`src/sv/assert_macros.svh`:
```
// Assertion macros for the top level of the cell-to-vertex averaging unit.
// Needs a clock named clk and an active-low reset named arst_n in scope.
`ifndef ASSERT_MACROS_SVH
`define ASSERT_MACROS_SVH

// check an implication on every rising clock edge outside reset
`define ASSERT_CLK(label, prop, msg) \
	label: assert property (@(posedge clk) disable iff (!arst_n) prop) else $error(msg);

// check that a condition never holds outside reset
`define ASSERT_NEVER(label, cond, msg) \
	label: assert property (@(posedge clk) disable iff (!arst_n) !(cond)) else $error(msg);

`endif

```
`src/sv/cvap_pkg.sv`:
```
// Package for the cell-to-vertex averaging unit: widths, item types and the quarter-sum.
// Used by cvap_lane, cvap_merge and the top level; depends on nothing.
package cvap_pkg;

	localparam int MAX_COLS   = 1024;
	localparam int VAR_COUNT  = 4;
	localparam int VAR_W      = 32;
	localparam int COL_W      = 11;
	localparam int ADDR_W     = $clog2(MAX_COLS);
	localparam int ROW_W      = 16;
	localparam int CFG_W      = 16;
	localparam int IN_DATA_W  = VAR_COUNT * VAR_W;
	localparam int OUT_DATA_W = ((IN_DATA_W + COL_W + ROW_W + 7) / 8) * 8;

	typedef enum logic {
		REG_ROW_CELLS = 1'b0,
		REG_ROW_COUNT = 1'b1
	} reg_idx_t;

	typedef enum logic [1:0] {
		RES_MAIN  = 2'd0,
		RES_WRAP0 = 2'd1,
		RES_WRAPN = 2'd2
	} res_t;

	typedef logic signed [VAR_W-1:0] var_t;
	typedef var_t [VAR_COUNT-1:0] cell_t;
	typedef logic signed [VAR_W:0] psum_t;
	typedef psum_t [VAR_COUNT-1:0] psum_vec_t;

	typedef struct packed {
		logic             emit;
		logic             wrap;
		logic [COL_W-1:0] col;
		logic [COL_W-1:0] width;
		logic [ROW_W-1:0] row;
	} meta_t;

	function automatic psum_t pair_sum(var_t a, var_t b);
		pair_sum = {a[VAR_W-1], a} + {b[VAR_W-1], b};
	endfunction

	function automatic var_t quarter(psum_t x, psum_t y);
		logic signed [VAR_W+1:0] t;
		t = {x[VAR_W], x} + {y[VAR_W], y};
		quarter = t[VAR_W+1:2];
	endfunction

endpackage

```
`src/sv/cvap_merge.sv`:
```
// Merge stage: combines lane pair sums into vertex items and sequences up to three per cell.
// Depends on cvap_pkg; holds the output register that drives m_axis of the top level.
module cvap_merge (
	input  logic                              clk,
	input  logic                              arst_n,
	input  logic                              in_load,
	input  cvap_pkg::meta_t                   in_meta,
	input  cvap_pkg::psum_vec_t               sum_ac,
	input  cvap_pkg::psum_vec_t               sum_l,
	input  cvap_pkg::psum_vec_t               sum_f,
	output logic                              s2_free,
	output logic                              out_valid,
	input  logic                              out_ready,
	output logic [cvap_pkg::OUT_DATA_W-1:0]   out_data,
	output logic                              out_last
);
	import cvap_pkg::*;

	logic       s2_valid_q;
	meta_t      meta_s2;
	res_t       k_q;
	logic       load;
	logic       done;
	cell_t      res_var;
	logic [COL_W-1:0] res_col;
	logic       res_last;

	always_comb begin
		for (int v = 0; v < VAR_COUNT; v++)
			res_var[v] = quarter(sum_ac[v], (k_q == RES_MAIN) ? sum_l[v] : sum_f[v]);
		case (k_q)
			RES_MAIN: begin
				res_col  = meta_s2.col;
				res_last = !meta_s2.wrap;
			end
			RES_WRAP0: begin
				res_col  = '0;
				res_last = 1'b0;
			end
			RES_WRAPN: begin
				res_col  = meta_s2.width;
				res_last = 1'b1;
			end
			default: begin
				res_col  = meta_s2.col;
				res_last = 1'b1;
			end
		endcase
	end

	assign load    = s2_valid_q && meta_s2.emit && (!out_valid || out_ready);
	assign done    = s2_valid_q &&
		(!meta_s2.emit || (load && (k_q == RES_WRAPN || !meta_s2.wrap)));
	assign s2_free = !s2_valid_q || done;

	always_ff @(posedge clk or negedge arst_n) begin
		if (!arst_n) begin
			s2_valid_q <= 1'b0;
			k_q        <= RES_MAIN;
			out_valid  <= 1'b0;
		end else begin
			if (in_load)
				s2_valid_q <= 1'b1;
			else if (done)
				s2_valid_q <= 1'b0;
			if (done)
				k_q <= RES_MAIN;
			else if (load)
				k_q <= (k_q == RES_MAIN) ? RES_WRAP0 : RES_WRAPN;
			if (load)
				out_valid <= 1'b1;
			else if (out_ready)
				out_valid <= 1'b0;
		end
	end

	always_ff @(posedge clk) begin
		if (in_load)
			meta_s2 <= in_meta;
		if (load) begin
			out_data <= {{(OUT_DATA_W - IN_DATA_W - COL_W - ROW_W){1'b0}},
				meta_s2.row, res_col, res_var};
			out_last <= res_last;
		end
	end

endmodule

```
`config.mk`:
```
export PLATFORM = sky130hd
export DESIGN_NAME = cvap_merge
export DESIGN_NICKNAME = d
export VERILOG_FILES = /design/src/sv/assert_macros.svh /design/src/sv/cvap_pkg.sv /design/src/sv/cvap_merge.sv
export SDC_FILE = /design/constraint.sdc
export NUM_CORES = 1
export LEC_CHECK = 0
export BUFFER_PORTS_ARGS = -buffer_cell sky130_fd_sc_hd__buf_2
export CELL_PAD_IN_SITES_DETAIL_PLACEMENT = 0
export CELL_PAD_IN_SITES_GLOBAL_PLACEMENT = 1
export CORE_AREA = 2 2 236 238
export CTS_CLUSTER_SIZE = 12
export DETAILED_ROUTE_END_ITERATION = 12
export DIE_AREA = 0 0 238 240
export HOLD_SLACK_MARGIN = 0.08
export PLACE_DENSITY_LB_ADDON = 0.05
export SLEW_MARGIN = 20
export SYNTH_ARGS = -nofsm -noshare
export SYNTH_HDL_FRONTEND = slang
export SYNTH_SLANG_ARGS = --single-unit
```
`constraint.sdc`:
```
create_clock -name clk -period 19.45 [get_ports clk]
set_input_delay 1.945 -clock clk [delete_from_list [all_inputs] [get_ports clk]]
set_output_delay 1.945 -clock clk [all_outputs]
set_load 0.005 [all_outputs]
```
# [Word-level counts from Yosys, hierarchy flattened]
# Index checks and enable logic that the tools add are counted.
[op_classes] addsub=4 mux=13 n_reduce_logical=16 n_eq_ne=2
[ops] cell="$add 33x33->34" count=4
[ops] cell="$mux 33" count=4
[ops] cell="$pmux 11 s2" count=1
[ops] cell="$mux 2" count=3
[ops] cell="$reduce_bool 2->1" count=3
[ops] cell="$logic_and 1x1->1" count=4
[ops] cell="$logic_not 1->1" count=4
[ops] cell="$logic_or 1x1->1" count=4
[ops] cell="$mux 1" count=4
[ops] cell="$eq 2x1->1 const B" count=1
[ops] cell="$eq 2x2->1 const B" count=1
[ops] cell="$logic_not 2->1" count=1
[ops] cell="$pmux 1 s2" count=1
[totals] output_inout_bits=163 wordCells=45 reg_bits=200

# [Longest topological paths before layout]
[depth] word_depth=8 ltp_mapped=17 depth_no_buf=13

# [Worst setup path before layout]
# Ideal clock, no wire load.
[synth_timing] kind="input to output" startpoint="input port out_ready" endpoint="output port s2_free" t_arrival_ps=10383 stages=4 slack_ps=7122 path_buffers=0 cell_sequence="nand2b_1 > nor2b_1 > o21ai_0 > nand3_1"
[synth_via] elab_chain_len=6
[synth_lines] element="start: declaration" line="cvap_merge.sv:13" source="input logic out_ready,"
[synth_lines] element="$logic_or 1x1->1" line="cvap_merge.sv:51" source="assign load = s2_valid_q && meta_s2.emit && (!out_valid || out_ready);"
[synth_lines] element="$logic_and 1x1->1" line="cvap_merge.sv:51"
[synth_lines] element="via load" line="cvap_merge.sv:22" source="logic load;"
[synth_lines] element="$logic_and 1x1->1" line="cvap_merge.sv:53" source="(!meta_s2.emit || (load && (k_q == RES_WRAPN || !meta_s2.wrap)));"
[synth_lines] element="$logic_or 1x1->1" line="cvap_merge.sv:53"
[synth_lines] element="$logic_and 1x1->1" line="cvap_merge.sv:52" source="assign done = s2_valid_q &&"
[synth_lines] element="$logic_or 1x1->1" line="cvap_merge.sv:54" source="assign s2_free = !s2_valid_q || done;"
[synth_lines] element="end: declaration" line="cvap_merge.sv:11" source="output logic s2_free,"
# The timed path passes the listed nets, and every way through them passes these cells.

# [Final worst setup path]
# Ends and elaborated chain as after synthesis.

==> impl_metrics.csv <==
group,metric,value,unit
status,status,"complete, no violations",
timing,period_needed,5.57,ns
drt,routed-via-count,10900,
cells_and_area,layout.cells.non_filler,2445,
clock_tree,clk_latency,0.50,ns
yosys,synth.most_common_cell,"edfxtp_1",
yosys,avgSynthCellArea,11.6,um^2
yosys,ys_seq_area_frac,0.456,
power,combPwrFrac,0.462,
drt,first_pass_iters,6,
timing,setup_viol,0,
yosys,synth_edf_count,196,
global_route,grt_pass1_wl,67.6,mm
yosys,synth_area,13100,um^2
power,ir_drop,68.8,uV
clock_tree,cts_buffers,17,
power,pwr-share-seq,0.328,
timing,slew_headroom,0.341,
power,powerDensity,107,nW/um^2
worst_setup_path,crit_path_start_kind,"input port",
floorplanning,initial_core_util,0.240,
cells_and_area,syn2layout_area_growth,34.0,%
drt,drtIter0Drc,393,
clock_tree,cts_tree,"yes",
clock_tree,clockBufferDepth,2,
timing,hold_ws,0.426,ns
floorplanning,core-area,54700,um^2
timing,worstMarginPinSlew,0.989,ns
yosys,synthFlopType,"edfxtp_1",
yosys,yosys-top-cells-area,"edfxtp_1 45%, ha_1 12%, mux2_2 11%, xnor2_1 4.3%, xor2_1 3.3%",
global_route,grt_pass1_vias,11000,
global_route,grt_util_all_layers,0.163,
clock_tree,root_buffer,"clkbuf_16",
worst_setup_path,crit_type,"in2out",
drt,drt_wl_total,47.7,mm
yosys,yosys_register_bits,200,
timing,clock.fmax,179,MHz
worst_setup_path,cp_max_fo,159,
clock_tree,htreeDepth,4,
cells_and_area,finalNetCount,2297,
power,p_sw,703,uW
clock_tree,cts_resized,0,
worst_setup_path,endpoint_kind,"output port",
placed_design,hpwl,39.6,mm
placed_design,globalplace.congestion,0.775,
floorplanning,pin_count,603,
yosys,async_flop_share,0.0200,
run,drv_cap,0,
timing,drv_slew,0,
worst_setup_path,worst_ep_arrival_time,3.63,ns
power,switching_share,0.372,
drt,ant_nets,0,
drt,via_per_inst,4.44,
power,power.internal,1190,uW
global_route,grt_antenna_before_repair,8,
yosys,ys_types,57,
yosys,ys_warn_count,0,
drt,drc_errors,0,
placed_design,postPlaceCellArea,17000,um^2
floorplanning,dieHeight,240,um
timing,finalSetupTns,0,ns
yosys,synth_cells,1128,
yosys,yosysTopAreaCell,"edfxtp_1",
timing,fin_worst_skew,0.0132,ns
global_route,grt_max_degree,160,
clock_tree,cts_hold_buf,0,
worst_setup_path,r2r_slack,14.68,ns
power,leakage,0.00790,uW
global_route,gr-total-overflow,0,
yosys,synth_common_cells,"196 x edfxtp_1, 131 x ha_1, 130 x mux2_2",
floorplanning,die_w,238,um
placed_design,dp.cells,2411,
floorplanning,rows,86,
timing,hold_violations,0,
clock_tree,clk_pin_slew,0.09,ns
yosys,synth_top_area_frac,0.448,
timing,rsz0062_at_grt,"no",
cells_and_area,drive_gt1_frac,0.445,
clock_tree,cts_post_setup_buffers_inserted,0,
drt,post_drt_wl_per_cell,19.5,um
cells_and_area,fin_util,0.322,
power,clockPowerShare,0.210,
placed_design,port_buffers,597,
clock_tree,clock_sinks,200,
timing,fin_crit_sh,0.287,
min_path,timing.hold.worst.class,"reg2reg",
worst_setup_path,critPathRequiredTime,17.50,ns
cells_and_area,n_fill_cell,5756,
cells_and_area,final_cell_area,17600,um^2
floorplanning,dieArea,57100,um^2
cells by family (layout without fill, tap and decap cells):
logic type,after synthesis,in the layout,synth area share
buf+inv,67,674,0.0211
other cells,1,7,0.000285
compound gates,268,268,0.129
fa+ha+maj,131,131,0.125
flops,200,200,0.456
mux,136,136,0.116
simple gates,210,210,0.0759
xor+xnor,115,115,0.0767
flip-flops by register name (all words and copies together) (netlist names):
name,count
out_data,155
meta_s2,40
k_q,2
out_last,1
out_valid,1
s2_valid_q,1
power groups by stage:
| stage | Combinational [uW] | Clock, uW | Sequential, uW |
|---|---|---|---|
| global route | 976 | 428 | 628 |
| CTS | 892 | 416 | 621 |
| floorplan | 582 | 0 | 645 |
| finish | 873 | 397 | 620 |
| detailed placement | 886 | 0 | 631 |
| global placement | 889 | 0 | 630 |
worst paths after layout:
check / start / cells past startpoint / end
hold / removal: meta_s2[10] / 0 / out_data[149]
hold reg to reg: meta_s2[10] / 0 / out_data[149]
setup / recovery: out_ready / 7 / s2_free
min in group asynchronous: arst_n / 1 / out_valid
setup reg to reg: k_q[0] / 14 / out_data[62]
max in group asynchronous: arst_n / 1 / s2_valid_q
final cells by class:
cell class | instances | area (um^2) | share of cell area
Clock buffer | 17 | 425 | 0.0242
Antenna cell | 2 | 5.00 | 0.000284
Inverter | 42 | 158 | 0.00896
Multi-Input combinational cell | 865 | 6910 | 0.392
Tap cell | 704 | 881 | 0.0500
Clock inverter | 15 | 219 | 0.0124
Timing Repair Buffer | 600 | 3020 | 0.172
Sequential cell | 200 | 5990 | 0.340
stage by stage:
stage                     worst slack (ns)  power [uW]
after floorplan                       7.12        1230
after global placement               13.83        1520
after detailed placement             13.81        1520
after CTS                            13.81        1930
after global routing                 13.64        2030
final                                13.88        1890
worst max-delay path: stages:
cell and delay, ns:
buf_2 0.07, nand2b_1 0.11, nor2b_4 0.16, buf_12 0.65
o21ai_0 0.28, nand3_1 0.18, buf_2 0.15
placed cells by master (no fill, tap or decap), drive strengths merged, types with 11 or more instances in the layout:
master,n
o21ai,55
buf,600
a21o,44
nor3,16
ha,131
edfxtp,196
a21oi,85
o21bai,16
o21a,16
nand4,11
inv,53
nand2b,12
clkbuf,17
a31oi,14
xor2,50
nor2,53
nand3,19
nor2b,18
xnor2,65
mux2,131
nand2,61
routing by layer:
metal	part of all wire	wire length (um)	track usage
met5	0.0013	64	0
met4	0.016	739	0.0494
met3	0.058	2750	0.0457
met2	0.51	24300	0.290
met1	0.42	19800	0.190
No activity file was read; power rests on OpenSTA's default activity.
