File: config.mk
export PLATFORM = sky130hd
export DESIGN_NAME = cvap_lane
export DESIGN_NICKNAME = d
export VERILOG_FILES = /design/src/sv/assert_macros.svh /design/src/sv/cvap_pkg.sv /design/src/sv/cvap_lane.sv
export SDC_FILE = /design/constraint.sdc
export NUM_CORES = 1
export LEC_CHECK = 0
export BUFFER_PORTS_ARGS = -buffer_cell sky130_fd_sc_hd__buf_2
export CAP_MARGIN = 30
export CORE_ASPECT_RATIO = 0.6
export CORE_MARGIN = 4
export CORE_UTILIZATION = 46
export DETAILED_ROUTE_END_ITERATION = 7
export HOLD_SLACK_MARGIN = 0.1
export PLACE_DENSITY = 0.85
export SETUP_SLACK_MARGIN = 0.15
export SLEW_MARGIN = 20
export SYNTH_ARGS = -nofsm -noshare
export SYNTH_HDL_FRONTEND = slang
export SYNTH_SLANG_ARGS = --single-unit
export TNS_END_PERCENT = 1
File: constraint.sdc
create_clock -name clk -period 3.3 [get_ports clk]
set_clock_uncertainty 0.1 [all_clocks]
set_input_delay 0.825 -clock clk [delete_from_list [all_inputs] [get_ports clk]]
set_output_delay 0.825 -clock clk [all_outputs]
set_load 0.1 [all_outputs]
File: src/sv/assert_macros.svh
// Assertion macros for the top level of the cell-to-vertex averaging unit.
// Needs a clock named clk and an active-low reset named arst_n in scope.
`ifndef ASSERT_MACROS_SVH
`define ASSERT_MACROS_SVH

// check an implication on every rising clock edge outside reset
`define ASSERT_CLK(label, prop, msg) \
	label: assert property (@(posedge clk) disable iff (!arst_n) prop) else $error(msg);

// check that a condition never holds outside reset
`define ASSERT_NEVER(label, cond, msg) \
	label: assert property (@(posedge clk) disable iff (!arst_n) !(cond)) else $error(msg);

`endif

File: src/sv/cvap_pkg.sv
// Package for the cell-to-vertex averaging unit: widths, item types and the quarter-sum.
// Used by cvap_lane, cvap_merge and the top level; depends on nothing.
package cvap_pkg;

	localparam int MAX_COLS   = 1024;
	localparam int VAR_COUNT  = 4;
	localparam int VAR_W      = 32;
	localparam int COL_W      = 11;
	localparam int ADDR_W     = $clog2(MAX_COLS);
	localparam int ROW_W      = 16;
	localparam int CFG_W      = 16;
	localparam int IN_DATA_W  = VAR_COUNT * VAR_W;
	localparam int OUT_DATA_W = ((IN_DATA_W + COL_W + ROW_W + 7) / 8) * 8;

	typedef enum logic {
		REG_ROW_CELLS = 1'b0,
		REG_ROW_COUNT = 1'b1
	} reg_idx_t;

	typedef enum logic [1:0] {
		RES_MAIN  = 2'd0,
		RES_WRAP0 = 2'd1,
		RES_WRAPN = 2'd2
	} res_t;

	typedef logic signed [VAR_W-1:0] var_t;
	typedef var_t [VAR_COUNT-1:0] cell_t;
	typedef logic signed [VAR_W:0] psum_t;
	typedef psum_t [VAR_COUNT-1:0] psum_vec_t;

	typedef struct packed {
		logic             emit;
		logic             wrap;
		logic [COL_W-1:0] col;
		logic [COL_W-1:0] width;
		logic [ROW_W-1:0] row;
	} meta_t;

	function automatic psum_t pair_sum(var_t a, var_t b);
		pair_sum = {a[VAR_W-1], a} + {b[VAR_W-1], b};
	endfunction

	function automatic var_t quarter(psum_t x, psum_t y);
		logic signed [VAR_W+1:0] t;
		t = {x[VAR_W], x} + {y[VAR_W], y};
		quarter = t[VAR_W+1:2];
	endfunction

endpackage

File: src/sv/cvap_lane.sv
// One variable lane: forms the registered pair sums of the 2x2 neighbourhood.
// Depends on cvap_pkg.
module cvap_lane (
	input  logic          clk,
	input  logic          en,
	input  cvap_pkg::var_t prev_left,
	input  cvap_pkg::var_t above,
	input  cvap_pkg::var_t cur_left,
	input  cvap_pkg::var_t cur_cell,
	input  cvap_pkg::var_t prev_first,
	input  cvap_pkg::var_t cur_first,
	output cvap_pkg::psum_t sum_ac_s2,
	output cvap_pkg::psum_t sum_l_s2,
	output cvap_pkg::psum_t sum_f_s2
);
	import cvap_pkg::*;

	always_ff @(posedge clk) begin
		if (en) begin
			sum_ac_s2 <= pair_sum(above, cur_cell);
			sum_l_s2  <= pair_sum(prev_left, cur_left);
			sum_f_s2  <= pair_sum(prev_first, cur_first);
		end
	end

endmodule

# Word-level counts from Yosys, hierarchy flattened
# Cells that the tools add are included.
# op_classes
n_addsub	3
# ops
cell	n
32-bit by 32-bit adder with 33-bit output	3
# totals
inputBits	194
regBits	99
wordCells	6

# Depth between registers and ports, before layout
# Gate-level depths: netlist of the first run.
# depth
word_depth	1
mapped_depth	10
mapped_depth_nobuf	10

# Least setup slack after synthesis of the first run
# OpenSTA, ideal clock, no wires.
# synth_path
path_kind	input -> register
start	input prev_left[0]
end	register sum_l_s2[30] (data pin)
required_ps	2942
path_slack_ps	-33
setup_time_ps	258
path_buffers	0
arrival_time_ps	2975
stages	10
cell_sequence	ha_1 fa_1 a21o_1 a21o_1 a2111oi_2 o211a_1 o21a_1 o31ai_1 a31oi_1 xnor2_1
# synth_via
elab_chain_cells	1
# synth_rtl
item	line_no	rtl
start, declared	cvap_lane.sv:6	input cvap_pkg::var_t prev_left,
32-bit by 32-bit adder with 33-bit output	cvap_pkg.sv:40	pair_sum = {a[VAR_W-1], a} + {b[VAR_W-1], b};
end signal, assigned	cvap_lane.sv:21	sum_l_s2 <= pair_sum(prev_left, cur_left);
end, declared	cvap_lane.sv:13	output cvap_pkg::psum_t sum_l_s2,
# No other way between the ends.
# A chain may end at the register's enable or synchronous reset.

# Final worst setup path of the first run
# layout_path
start	input prev_first[0]
end	register sum_f_s2[26] (data pin)
# layout_via
elab_chain_cells	1
# layout_rtl
item	line_no	rtl
start, declared	cvap_lane.sv:10	input cvap_pkg::var_t prev_first,
32-bit by 32-bit adder with 33-bit output	cvap_pkg.sv:40	
end signal, assigned	cvap_lane.sv:22	sum_f_s2 <= pair_sum(prev_first, cur_first);
end, declared	cvap_lane.sv:14	output cvap_pkg::psum_t sum_f_s2
# No other way between the ends.

==> run_results.csv, run 1 <==
group,metric,value,unit
clock_tree,cts_resized,0,
sta,rsz0062_at_grt,"yes",
hold_path,hold_path.class,"primary input to flip-flop",
synthesis,synthesis.area,7940,um2
sta,tns,0,ns
setup_path,path_max_fanout,3,
setup_path,cp-start-kind,"primary input",
clock_tree,cts_buffers,9,
floorplanning,fp.dieW,178,um
setup_path,crit_path_max_incr_delay,0.43,ns
floorplanning,die-area,19500,um2
setup_path,required,3.29,ns
routing,met3_length,2.11,mm
power_and_ir_drop,p_leak,0.00484,uW
routing,via_per_inst,5.56,
synthesis,ys.flop_type,"edfxtp_1",
routing,drt_iter0_markers,520,
sta,finalSetupViolCount,0,
clock_tree,cts_sinks,99,
floorplanning,start_util,0.479,
finish,stdcell_area,10500,um2
global_route,grt_pass1_wl,35.4,mm
placed_design,gp_congestion,0.910,
floorplanning,dieHeight,110,um
global_route,antenna_found_initial,6,
routing,avgRoutedWirePerCell,16.8,um
sta,slew_viol_final,0,
placed_design,io_buffers,292,
routing,wl_met2,10.9,mm
finish,final_common_cell,"buf_2",
setup_path,worstSetupEndpoint,"sum_f_s2[26]$_DFFE_PP_",
synthesis,synth-seq-cells,99,
routing,route.detailed.drc,0,
routing,wl_met1,9.61,mm
synthesis,synthDominantCellAreaShare,0.375,
setup_path,cp.arrival,3.10,ns
clock_tree,clock_tree.buffer_depth,2,
floorplanning,num_io_pins,293,
synthesis,async_reset_ff_frac,0,
setup_path,slowest_stage,"fa_1",
setup_path,path_depth,11,
finish,drive_gt1_frac,0.346,
sta,hold_viol_final,0,
finish,n_antenna_cell,0,
floorplanning,placeableCoreArea,16600,um2
synthesis,synth_area_leaders,"edfxtp_1, ha_1, xnor2_1",
synthesis,syn_area_per_cell,10.0,um2
synthesis,syn-instance-count,792,
sta,post-route-period-util,0.941,
run_status,status,"complete, no violations",
clock_tree,cts_tree,"done",
synthesis,synth_warnings,0,
sta,tightest_slew,0.572,ns
clock_tree,post-cts-setup-buffer-count,0,
routing,final_antenna_net_count,0,
clock_tree,ctsHoldBuffers,0,
flow_run,maxCapViolCount,0,
setup_path,crit_family,"compound AO/OA/AOI/OAI gates",
placed_design,place_area,10200,um2
floorplanning,rows,36,
setup_path,cp-end-kind,"flip-flop",
routing,highest_layer,"met5",
synthesis,syn-num-nets,1085,
setup_path,path_cells,"buf_2 -> ha_1 -> fa_1 -> a211oi_1 -> o21ai_1 -> o2111ai_2 -> a211oi_2 -> nor4b_1 -> o21bai_1 -> a21oi_1 -> xnor2_1",
routing,drt_wl_total,23.2,mm
finish,syn2layout_area_growth,32.0,%
synthesis,synth_cell_types,70,
global_route,grt_max_degree,39,
clock_tree,cts.reportedPaths.clkPinSlew,0.08,ns
clock_tree,cts_max_level,3,
sta,period_needed,3.11,ns
global_route,grt.overflow.total,0,
finish,finalNetCount,1441,
placed_design,dp_hpwl,19.5,mm
setup_path,crit_buf_inv,1,
routing,first_pass_iters,5,
synthesis,ys_seq_area_frac,0.375,
global_route,grt_pass1_vias,7418,
synthesis,synth-edff-count,99,
sta,maxSlewHeadroom,0.619,
clock_tree,clockRootBuffer,"clkbuf_16",
global_route,grt_usage,0.227,
power_and_ir_drop,power.density,549,nW/um2
setup_path,critical_path_class,"primary input to flip-flop",
sta,max_freq,322,MHz
power_and_ir_drop,vdd_drop_max,0.000262,V
finish,mostFrequentLayoutCells,"buf_2, edfxtp_1, ha_1, a21oi_1, buf_4",
setup_path,crit_path_start,"prev_first[0]",
routing,vias,7676,
synthesis,synth_largest_area_cell,"edfxtp_1",
worst min-delay path by stage:
stage	endpoint	startpoint	cells past startpoint
3_5_place_dp	sum_f_s2[0]$_DFFE_PP_	cur_first[0]	2
5_1_grt	sum_f_s2[0]$_DFFE_PP_	cur_first[0]	2
2_1_floorplan	sum_ac_s2[0]$_DFFE_PP_	en	0
3_3_place_gp	sum_l_s2[0]$_DFFE_PP_	cur_left[0]	2
4_1_cts	sum_f_s2[0]$_DFFE_PP_	cur_first[0]	2
6_report	sum_f_s2[0]$_DFFE_PP_	cur_first[0]	2
cell families (layout without fill, tap and decap cells):
kind of cell | Yosys count | count (layout) | synth area share
buffers and inverters | 42 | 403 | 0.0218
and+or+nand+nor | 192 | 192 | 0.116
xor gates and xnor gates | 77 | 77 | 0.0850
AOI/OAI and AO/OA | 280 | 280 | 0.240
muxes | 3 | 3 | 0.00378
DFF | 99 | 99 | 0.375
adders and majority gates | 99 | 99 | 0.159
routing by layer:
metal  track usage  vias up
li1              -     3760
met4        0.0612       12
met5             0        -
met3        0.0533       59
met2         0.393      335
met1         0.289     3510
area by class of cell:
cell class | count | area, um2
fillers | 1357 | 6100
multi-input cells | 651 | 4830
flip-flops and latches | 99 | 2970
repair buffers | 362 | 2000
well taps | 228 | 285
clock buffers | 9 | 225
inverters | 25 | 93.8
clock inverters | 7 | 70.1
report_power, final:
group / leakage, uW / internal, uW / switching [uW]
Clock: 0.000147 / 535 / 514
Sequential: 0.000969 / 1660 / 58.5
Combinational: 0.00372 / 757 / 2230
Total: 0.00484 / 2950 / 2800
Yosys cell counts (5+ instances only):
| master | instances |
|---|---|
| a211oi_1 | 14 |
| a21o_1 | 38 |
| a21oi_1 | 83 |
| a31oi_1 | 8 |
| and2_1 | 5 |
| and3_1 | 11 |
| clkbuf_1 | 14 |
| edfxtp_1 | 99 |
| ha_1 | 96 |
| inv_1 | 25 |
| nand2_1 | 47 |
| nand2b_1 | 8 |
| nand3_1 | 18 |
| nand4_1 | 8 |
| nor2_1 | 57 |
| nor2b_1 | 11 |
| nor3_1 | 15 |
| o211ai_1 | 11 |
| o21a_1 | 20 |
| o21ai_0 | 35 |
| o21ai_1 | 12 |
| xnor2_1 | 53 |
| xor2_1 | 24 |
state kept, by name, indices dropped and copies added, names as in the netlist:
signal     count
sum_ac_s2     33
sum_f_s2      33
sum_l_s2      33
stage by stage:
stage	util	hold WS, ns	cells	setup slack (ns)	total power [uW]
floorplan	-	0.837	792	0.135	4030
CTS	0.631	0.649	1381	0.186	5760
detailed placement	0.614	1.01	1365	-0.173	4710
finish	0.632	0.665	1381	0.194	5750
global route	0.632	0.664	1381	0.0391	6000
global placement	0.614	1.01	1365	-0.0728	4660
Note: power is estimated with default switching activity, not from simulation.
==> inputs of run 2 (changes only) <==
Settings changed: REMOVE_ABC_BUFFERS set to 1.
==> run 2 against run 1 <==
Compared with the run above: global-route usage up 1.3 points; first-iteration DRC count up 27%; worst hold slack better by 0.011 ns; sequential cell count unchanged; utilization up 1.5 points; non-clock buffer count up 28; die area unchanged; via count up 2.3%; critical path type unchanged; critical endpoint is now sum_f_s2[30]$_DFFE_PP_; highest routed layer unchanged.
==> run_results.csv, run 2 (same netlist as run 1, synthesis figures left out) <==
group,metric,value,unit
run_status,status,"complete, no violations",
sta,finalSetupViolCount,0,
sta,slew_viol_final,0,
clock_tree,cts_buffers,9,
power_and_ir_drop,p_leak,0.00497,uW
setup_path,cp.arrival,3.10,ns
global_route,grtUsageMet2,0.400,
setup_path,critical_path_class,"primary input to flip-flop",
finish,instances_no_fill,1411,
power_and_ir_drop,power.density,544,nW/um2
sta,maxSlewHeadroom,0.625,
finish,final_common_cell,"buf_2",
global_route,grt_pass1_wl,37.3,mm
sta,post-route-period-util,0.944,
clock_tree,cts_sinks,99,
clock_tree,clockRootBuffer,"clkbuf_16",
routing,drt_wl_total,24.4,mm
global_route,grt_max_degree,40,
floorplanning,placeableCoreArea,16600,um2
global_route,use_met3,0.0629,
placed_design,io_buffers,292,
global_route,use_met1,0.320,
sta,rsz0062_at_grt,"yes",
sta,period_needed,3.11,ns
floorplanning,rows,36,
clock_tree,clock_tree.buffer_depth,2,
routing,vias,7852,
global_route,antenna_found_initial,3,
placed_design,dp_hpwl,20.2,mm
routing,first_pass_iters,7,
sta,hold_ws,0.676,ns
sta,tightest_slew,0.562,ns
placed_design,gp_congestion,0.928,
finish,finalNetCount,1469,
clock_tree,cts_tree,"done",
floorplanning,dieHeight,110,um
setup_path,path_max_fanout,3,
sta,tns,0,ns
global_route,top_usage_layer,"met2",
routing,route.detailed.drc,0,
finish,syn2layout_area_growth,35.1,%
power_and_ir_drop,vdd_drop_max,0.000331,V
power_and_ir_drop,p_total,5840,uW
floorplanning,fp.dieW,178,um
global_route,grt.overflow.total,0,
routing,avgRoutedWirePerCell,17.3,um
setup_path,cp-start-kind,"primary input",
finish,stdcell_area,10700,um2
clock_tree,cts_max_level,3,
flow_run,maxCapViolCount,0,
placed_design,place_inst,1387,
hold_path,hold_path.class,"primary input to flip-flop",
floorplanning,die-area,19500,um2
routing,via_per_inst,5.56,
placed_design,place_area,10300,um2
routing,final_antenna_net_count,0,
finish,largestRegisters,"sum_ac_s2: 33 flops, sum_f_s2: 33 flops, sum_l_s2: 33 flops",
setup_path,cp-end-kind,"flip-flop",
clock_tree,cts.reportedPaths.clkPinSlew,0.07,ns
setup_path,required,3.28,ns
floorplanning,start_util,0.479,
global_route,grt_pass1_vias,7722,
global_route,grt_usage,0.241,
floorplanning,num_io_pins,293,
sta,hold_viol_final,0,
sta,max_freq,321,MHz
finish,mostFrequentLayoutCells,"buf_2, edfxtp_1, buf_4, ha_1, a21oi_1",
routing,drt_iter0_markers,661,
finish,drive_gt1_frac,0.363,
## run 2: cell type report
class	count	area [um2]
diodes	2	5.00
repair buffers	390	2210
multi-input cells	651	4860
fillers	1389	5860
inverters	25	93.8
clock inverters	7	67.6
flip-flops and latches	99	2970
clock buffers	9	225
well taps	228	285
## run 2: worst paths after layout
path	startpoint	to	depth (start not counted)
max	prev_first[0]	sum_f_s2[30]$_DFFE_PP_	11
min	cur_left[0]	sum_l_s2[0]$_DFFE_PP_	2
## run 2: metal layers
layer  vias up  wire [um]
li1       3818          -
met1      3660      10900
met2       343      10900
met3        27       2230
met4         4        316
met5         -         21
## run 2: power breakdown
group	switching [uW]	internal [uW]	leakage (uW)
Clock	493	587	0.000143
Sequential	65.0	1660	0.000969
Combinational	2240	791	0.00386
## run 2: what timing repair did
action,CTS,global route
setup endpoints to repair,8,29
hold buffers,0,0
setup buffers,3,3
resized for setup,2,12
pin swaps,2,6
## run 2: critical path: stages
cell       delay (ns)
buf_2            0.10
ha_1             0.22
fa_1             0.43
a211oi_1         0.28
o21ai_1          0.16
o2111ai_2        0.23
a211oi_2         0.15
nor3b_1          0.21
o21ai_1          0.18
mux2i_1          0.18
o2111ai_1        0.12
## run 2: through the flow
stage          utilization  worst slack [ns]
2_1_floorplan            -           -0.0328
3_3_place_gp         0.622            -0.270
3_5_place_dp         0.622            -0.352
4_1_cts              0.642             0.143
5_1_grt              0.647            0.0890
6_report             0.647             0.185
==> inputs of run 3 (changes only) <==
Settings changed: CORE_MARGIN 4 to 2.
==> run 3 against run 2 <==
Compared with the run above: first-iteration DRC count is 13% higher; largest cell class unchanged; sequential power hardly changed; critical endpoint is now sum_l_s2[21]$_DFFE_PP_; via count hardly changed; critical path type unchanged.
==> run_results.csv, run 3 (same netlist as run 1, synthesis figures left out) <==
group,metric,value,unit
run_status,status,"complete, no violations",
global_route,grt_usage,0.251,
routing,final_antenna_net_count,0,
global_route,use_met3,0.0761,
hold_path,hold_path.class,"primary input to flip-flop",
finish,stdcell_area,10700,um2
placed_design,dp_hpwl,19.3,mm
power_and_ir_drop,combPwrFrac,0.521,
setup_path,crit_family,"compound AO/OA/AOI/OAI gates",
power_and_ir_drop,p_leak,0.00495,uW
floorplanning,num_io_pins,293,
placed_design,io_buffers,292,
finish,largestRegisters,"sum_ac_s2: 33 flops, sum_f_s2: 33 flops, sum_l_s2: 33 flops",
global_route,grtUsageMet2,0.399,
finish,finalNetCount,1462,
power_and_ir_drop,vdd_drop_max,0.000272,V
clock_tree,cts_tree,"done",
clock_tree,cts_max_level,3,
setup_path,cp.arrival,3.20,ns
power_and_ir_drop,clockPowerShare,0.185,
floorplanning,rows,37,
sta,rsz0062_at_grt,"yes",
power_and_ir_drop,swShare,0.479,
routing,drt_wl_total,23.4,mm
finish,nFillCells,1384,
clock_tree,cts_buffers,9,
routing,drt_iter0_markers,750,
floorplanning,dieHeight,106,um
global_route,antenna_found_initial,2,
sta,maxSlewHeadroom,0.650,
global_route,grt.overflow.total,0,
setup_path,path_cells,"buf_2 -> ha_1 -> a2111oi_1 -> o21ai_1 -> o211ai_1 -> o21ai_1 -> a221oi_2 -> o21ai_1 -> a2111o_1 -> o311ai_1",
setup_path,cp-end-kind,"flip-flop",
power_and_ir_drop,seq_power_share,0.294,
clock_tree,cts_sinks,99,
power_and_ir_drop,power_switching,2790,uW
setup_path,crit_buf_inv,1,
setup_path,crit_path_max_incr_delay,0.51,ns
sta,max_freq,318,MHz
sta,hold_viol_final,0,
global_route,grt_pass1_wl,37.0,mm
power_and_ir_drop,p_total,5820,uW
finish,syn2layout_area_growth,34.7,%
sta,post-route-period-util,0.953,
routing,via_per_inst,5.57,
floorplanning,start_util,0.467,
global_route,grt_max_degree,44,
clock_tree,clockRootBuffer,"clkbuf_16",
placed_design,place_area,10300,um2
setup_path,crit_path_start,"prev_left[6]",
hold_path,min_from,"above[0]",
setup_path,required,3.36,ns
floorplanning,die-area,18400,um2
setup_path,cp-start-kind,"primary input",
sta,period_needed,3.14,ns
routing,vias,7845,
global_route,top_usage_layer,"met2",
routing,route.detailed.drc,0,
power_and_ir_drop,internal-power,3030,uW
sta,finalSetupViolCount,0,
setup_path,slowest_stage,"a2111oi_1",
finish,mostFrequentLayoutCells,"buf_2, edfxtp_1, ha_1, buf_4, a21oi_1",
routing,first_pass_iters,6,
clock_tree,cts.reportedPaths.clkPinSlew,0.07,ns
finish,final_common_cell,"buf_2",
flow_run,maxCapViolCount,0,
global_route,grt_pass1_vias,7545,
setup_path,path_max_fanout,4,
sta,slew_viol_final,0,
setup_path,timing.critical_path.mode_cell,"o21ai_1",
routing,avgRoutedWirePerCell,16.6,um
finish,drive_gt1_frac,0.363,
sta,tightest_slew,0.512,ns
global_route,use_met1,0.331,
floorplanning,placeableCoreArea,17000,um2
power_and_ir_drop,power.density,544,nW/um2
floorplanning,fp.dieW,174,um
setup_path,critical_path_class,"primary input to flip-flop",
clock_tree,clock_tree.buffer_depth,2,
placed_design,gp_congestion,0.938,
==> run 3: final cells by class <==
class                      instances  area [um2]  share of cell area
inverter                          25        93.8             0.00878
clock inverter                     6        65.1             0.00609
clock buffer                       9         225              0.0211
multi-input combinational        651        4880               0.456
sequential                        99        2970               0.278
antenna                            1        2.50            0.000234
tap                              234         293              0.0274
timing repair buffer             383        2160               0.202
==> run 3: metal layers <==
metal / vias to the layer above / part of all wire
li1: 3791 / -
met1: 3630 / 0.44
met2: 380 / 0.45
met3: 42 / 0.095
met4: 2 / 0.022
met5: - / 0.00056
==> run 3: power by group through the flow <==
stage               registers (uW)  clock network [uW]  logic, uW
finish                        1710                1080       3030
global route                  1730                1150       3190
CTS                           1710                1110       3000
detailed placement            1740                   0       2980
global placement              1740                   0       2940
floorplan                     3180                   0        835
==> run 3: repair_timing <==
action,4_1_cts,5_1_grt
pin swaps,3,4
gates resized for setup,5,13
setup buffers,1,2
setup endpoints to repair,14,28
hold buffers,0,0
==> run 3: path summary, 6_finish.rpt <==
check / endpoint / slack [ns] / cells past startpoint
min: sum_ac_s2[0]$_DFFE_PP_ / 0.68 / 2
max: sum_l_s2[21]$_DFFE_PP_ / 0.16 / 10
==> run 3: through the flow <==
step	instances	util	hold WS (ns)	setup TNS, ns	setup slack, ns
3_5_place_dp	1389	0.605	1.03	-6.09	-0.381
3_3_place_gp	1389	0.605	1.03	-3.09	-0.272
2_1_floorplan	775	-	0.837	-0.0328	-0.0328
5_1_grt	1407	0.629	0.681	0	0.0532
6_report	1408	0.629	0.683	0	0.156
4_1_cts	1405	0.624	0.669	0	0.126
